$ cat config.mk
export PLATFORM = sky130hd
export DESIGN_NAME = fsa_ctrl
export DESIGN_NICKNAME = d
export VERILOG_FILES = /design/src/design/fsa_pkg.sv /design/src/design/fsa_ctrl.sv
export SDC_FILE = /design/constraint.sdc
export NUM_CORES = 1
export LEC_CHECK = 0
export ABC_CLOCK_PERIOD_IN_PS = 1800
export BUFFER_PORTS_ARGS = -buffer_cell sky130_fd_sc_hd__buf_4
export CORE_MARGIN = 3
export CORE_UTILIZATION = 45
export CTS_CLUSTER_DIAMETER = 60
export DETAILED_ROUTE_END_ITERATION = 16
export GPL_ROUTABILITY_DRIVEN = 0
export PLACE_DENSITY = 0.74
export SLEW_MARGIN = 20
export SYNTH_ARGS = -nofsm -noshare
export SYNTH_HDL_FRONTEND = slang
export SYNTH_SLANG_ARGS = --single-unit
$ cat constraint.sdc
create_clock -name clk -period 1.8 [get_ports clk]
set_input_delay 0.18 -clock clk [delete_from_list [all_inputs] [get_ports clk]]
set_output_delay 0.18 -clock clk [all_outputs]
set_load 0.02 [all_outputs]
$ cat src/design/fsa_pkg.sv
// Package for the fixed slot allocator: widths, codes, reset values and
// the command/status structs between controller and datapath. No dependencies.
`default_nettype none
package fsa_pkg;

  localparam int MAX_SLOTS = 1024;
  localparam int IDX_W     = $clog2(MAX_SLOTS);
  localparam int CNT_W     = IDX_W + 1;

  localparam int ADDR_W     = 32;
  localparam int SIZE_W     = 16;
  localparam int ALIGN_W    = 13;
  localparam int COUNT_W    = 11;
  localparam int SLOT_IDX_W = 10;
  localparam int STATUS_W   = 2;
  localparam int PITCH_W    = SIZE_W + 1;
  localparam int PROD_W     = PITCH_W + CNT_W;
  localparam int OFF_W      = PITCH_W + IDX_W;

  localparam int CFG_IDX_W  = 4;
  localparam int CFG_DATA_W = 32;

  localparam logic [CFG_IDX_W-1:0] REG_BASE  = CFG_IDX_W'(0);
  localparam logic [CFG_IDX_W-1:0] REG_SIZE  = CFG_IDX_W'(1);
  localparam logic [CFG_IDX_W-1:0] REG_ALIGN = CFG_IDX_W'(2);
  localparam logic [CFG_IDX_W-1:0] REG_COUNT = CFG_IDX_W'(3);

  localparam logic [ADDR_W-1:0]  RST_BASE  = '0;
  localparam logic [SIZE_W-1:0]  RST_SIZE  = SIZE_W'(64);
  localparam logic [ALIGN_W-1:0] RST_ALIGN = ALIGN_W'(16);
  localparam logic [COUNT_W-1:0] RST_COUNT = COUNT_W'(1024);

  localparam logic [STATUS_W-1:0] ST_OK     = 2'd0;
  localparam logic [STATUS_W-1:0] ST_EMPTY  = 2'd1;
  localparam logic [STATUS_W-1:0] ST_RANGE  = 2'd2;
  localparam logic [STATUS_W-1:0] ST_FULL   = 2'd3;

  localparam logic KIND_ALLOC   = 1'b0;
  localparam logic KIND_RELEASE = 1'b1;

  typedef struct packed {
    logic                capture;
    logic                pop;
    logic                rel_mul;
    logic                div_start;
    logic                div_step;
    logic                push;
    logic                load;
    logic [STATUS_W-1:0] status;
  } fsa_cmd_t;

  typedef struct packed {
    logic empty;
    logic out_range;
    logic full;
  } fsa_sts_t;

endpackage
`default_nettype wire

$ cat src/design/fsa_ctrl.sv
// Sequencer of the slot allocator: steps allocate and release through the
// datapath and owns the response valid. Depends on fsa_pkg.
`default_nettype none
module fsa_ctrl
  import fsa_pkg::*;
(
  input  wire logic     clk,
  input  wire logic     rst_n,
  input  wire logic     in_valid,
  output logic          in_ready,
  input  wire logic     in_kind,
  output logic          out_valid,
  input  wire logic     out_ready,
  input  wire fsa_sts_t sts,
  output fsa_cmd_t      cmd
);

  localparam int STATE_W = 3;
  localparam int STEP_W  = $clog2(IDX_W + 1);

  localparam logic [STATE_W-1:0] S_IDLE   = 3'd0;
  localparam logic [STATE_W-1:0] S_A_RD   = 3'd1;
  localparam logic [STATE_W-1:0] S_A_MUL  = 3'd2;
  localparam logic [STATE_W-1:0] S_R_MUL  = 3'd3;
  localparam logic [STATE_W-1:0] S_R_CHK  = 3'd4;
  localparam logic [STATE_W-1:0] S_R_DIV  = 3'd5;
  localparam logic [STATE_W-1:0] S_R_PUSH = 3'd6;
  localparam logic [STATE_W-1:0] S_DONE   = 3'd7;

  logic [STATE_W-1:0]  state_r, state_nxt;
  logic [STEP_W-1:0]   step_r, step_nxt;
  logic [STATUS_W-1:0] res_r, res_nxt;
  logic                out_valid_r, out_valid_nxt;
  logic                slot_free;

  assign in_ready  = (state_r == S_IDLE);
  assign out_valid = out_valid_r;
  assign slot_free = !out_valid_r || out_ready;

  always_comb begin
    state_nxt = state_r;
    step_nxt  = step_r;
    res_nxt   = res_r;
    cmd       = '0;
    cmd.status = res_r;
    unique case (state_r)
      S_IDLE: begin
        if (in_valid) begin
          cmd.capture = 1'b1;
          state_nxt   = (in_kind == KIND_ALLOC) ? S_A_RD : S_R_MUL;
        end
      end
      S_A_RD: begin
        // stack top read settles here
        if (sts.empty) begin
          res_nxt   = ST_EMPTY;
          state_nxt = S_DONE;
        end else begin
          state_nxt = S_A_MUL;
        end
      end
      S_A_MUL: begin
        cmd.pop   = 1'b1;
        res_nxt   = ST_OK;
        state_nxt = S_DONE;
      end
      S_R_MUL: begin
        cmd.rel_mul = 1'b1;
        state_nxt   = S_R_CHK;
      end
      S_R_CHK: begin
        if (sts.out_range) begin
          res_nxt   = ST_RANGE;
          state_nxt = S_DONE;
        end else if (sts.full) begin
          res_nxt   = ST_FULL;
          state_nxt = S_DONE;
        end else begin
          cmd.div_start = 1'b1;
          step_nxt      = '0;
          state_nxt     = S_R_DIV;
        end
      end
      S_R_DIV: begin
        cmd.div_step = 1'b1;
        step_nxt     = step_r + STEP_W'(1);
        if (step_r == STEP_W'(IDX_W - 1)) begin
          state_nxt = S_R_PUSH;
        end
      end
      S_R_PUSH: begin
        cmd.push  = 1'b1;
        res_nxt   = ST_OK;
        state_nxt = S_DONE;
      end
      S_DONE: begin
        if (slot_free) begin
          cmd.load  = 1'b1;
          state_nxt = S_IDLE;
        end
      end
      default: state_nxt = S_IDLE;
    endcase
  end

  always_comb begin
    out_valid_nxt = out_valid_r;
    if (cmd.load) begin
      out_valid_nxt = 1'b1;
    end else if (out_ready) begin
      out_valid_nxt = 1'b0;
    end
  end

  always_ff @(posedge clk) begin
    if (!rst_n) begin
      state_r     <= S_IDLE;
      step_r      <= '0;
      res_r       <= ST_OK;
      out_valid_r <= 1'b0;
    end else begin
      state_r     <= state_nxt;
      step_r      <= step_nxt;
      res_r       <= res_nxt;
      out_valid_r <= out_valid_nxt;
    end
  end

endmodule
`default_nettype wire

==> metrics.txt <==
total of max-cap violations 0; Max VDD drop 0.585 mV; GRT Util Overall 0.151; period utilisation layout 0.871; Synth Register Bits 10; HPWL after detailed placement 918 um; slowest cell on the critical path dfxtp_1; crit-path max cell delay 610 ps; crit-path cells nand2b_4 -> nor4_1 -> buf_4; DR WL met3 94 um; cell area after layout 757 sq um; DRC Markers 0; Min-Delay Path Class primary input to flip-flop; xor-xnor portion of the synthesized cell area 0; worst-path maximum fanout 14; vias in the first global route 468; share of layout cells above drive strength 1 0.275; Area Overhead vs Synth 26.8%; I/O pins 19; initial antenna violation count 0; post-layout net count 102; Critical Path RT 1620 ps; met2 WL 503 um; uppermost routed layer met4; Synth Area in Adders 0.0419; TNS Setup 0 ps; starting density of the core 0.510; Post-CTS Setup Inserts 0; number of clock sinks 10; maximum number of pins on one net before global-route repair 17; Finish-stage setup viols 0; Root Driver clkbuf_4; first-pass GRT wire length 2.08 mm; antenna-violating nets left 0; wirelength, routed 1.24 mm; Vias 567; Avg WL per Cell 11.8 um; worst setup path class flip-flop to primary output; die height 42.4 um; overflow left after global routing 0; Leak Pwr 0.312 nW; P per Cell Area 1020 nW/um^2; asr flop ratio synth 0; Max Freq 0.638 GHz; crit end category primary output; arrival time at the worst endpoint 1390 ps; antenna cells 0; drt first pass iters 5; DR vias/cell 5.40; Worst setup startpoint state_r[2]; Cell Area, Placed 721 sq um; Syn Inst Count 74; syn avg cell area 8.07 sq um; reg-to-reg startpoint state_r[2]; commonest non-fill, non-tap cell in the layout buf_4; met1 wire length 606 um; TritonCTS clock tree done; worst-case clock buffer depth 2; post-CTS resize count 0; status completed; final setup margin 233 ps; DP Worst Slack 368 ps; fin crit period 1570 ps; CP startpoint kind flip-flop; CORE AREA 1170 sq um; die area 1800 sq um; Most used DFF post-synth dfxtp_1; most frequent cells in the layout buf_4 (19), dfxtp_1 (10), a21oi_1 (7); Synth Cell Area 597 sq um; Iteration-0 DRC Markers 17; Yosys warning total 0; Syn Nets 84; simple-gate share of the synthesized area 0.279; hold_buf cts 0; Hold Fails Final Rpt 0; final design utilization 0.646; largest family of logic cells by synthesized area simple AND/OR/NAND/NOR gates; Std-Cell Rows 12; H-tree levels 1; synth unique cells 35; FILL cells 105; PortBufs 18; clock skew after layout 2.19 ps; compound-gate portion of the synthesized area 0.252; hold path startpoint rst_n; register area share after synthesis 0.335; overall power 0.774 mW; TritonCTS Buffers 3; mux share of post-synthesis cell area 0; RSZ-0062 raised after global routing no; Die W 42.4 um; Worst Tran Pin Value 470 ps; Max Slew Vio Count 0; Post-synth EDFFs 0; Worst-path clk slew 70 ps; Worst-Skew Late Latency 270 ps; Slew HR 0.686
[final timing paths]
kind,endpoint,cells after the start,slack [ps]
hold reg to reg,res_r[1],2,440
setup / recovery,cmd[5],3,230
hold / removal,res_r[0],3,200
setup reg to reg,step_r[3],3,350
[power by group]
part / leakage [nW] / total [mW] / switching [mW] / internal, mW
logic: 0.209 / 0.260 / 0.139 / 0.122
clock network: 0.0210 / 0.209 / 0.0864 / 0.123
registers: 0.0819 / 0.304 / 0.0542 / 0.250
[metal layers]
| layer | GRT usage | vias to the layer above |
|---|---|---|
| li1 | - | 303 |
| met1 | 0.221 | 238 |
| met2 | 0.198 | 21 |
| met3 | 0.0300 | 5 |
| met4 | 0.0932 | 0 |
| met5 | 0 | - |
[synthesized netlist by cell type (2+ instances only)]
| library cell | instances | area (sq um) |
|---|---|---|
| o31ai_1 | 2 | 15.0 |
| o41ai_1 | 2 | 17.5 |
| a211oi_1 | 2 | 15.0 |
| nand2_1 | 5 | 18.8 |
| o21ai_0 | 2 | 10.0 |
| nor2_1 | 6 | 22.5 |
| buf_2 | 2 | 10.0 |
| nand3_1 | 3 | 15.0 |
| ha_1 | 2 | 25.0 |
| nor2b_1 | 2 | 12.5 |
| or4_1 | 2 | 15.0 |
| clkbuf_1 | 2 | 7.51 |
| inv_1 | 4 | 15.0 |
| nand2b_1 | 2 | 12.5 |
| a21oi_1 | 7 | 35.0 |
| dfxtp_1 | 10 | 200 |
[cells by family after synthesis]
| group | Yosys count |
|---|---|
| adder cells (fa/ha/maj) | 2 |
| flip-flops | 10 |
| buffers and inverters | 11 |
| AND/OR/NAND/NOR | 29 |
| AO/OA/AOI/OAI | 22 |
[layout make-up]
cell class	count	area, sq um	share of cell area
well taps	14	17.5	0.0231
multi-input cells	53	342	0.451
flip-flops and latches	10	200	0.264
inverters	5	18.8	0.0248
repair buffers	19	143	0.188
clock buffers	4	36.3	0.0479
[metrics by stage]
step	hold slack [ps]	std cells
after floorplan	318	74
after global placement	436	101
after detailed placement	439	101
after CTS	205	105
after global routing	223	105
final	204	105
[worst max-delay path, delay by kind of cell (launching register included)]
kind                   cells  cell delay [ps]
AND/OR/NAND/NOR            2              320
flip-flops                 1              610
buffers and inverters      1              190
[registers in the layout (all words and copies together), names as in the netlist]
signal and flops:
res_r 2, out_valid 1, state_r 3, step_r 4
(Power assumes the default switching activity.)
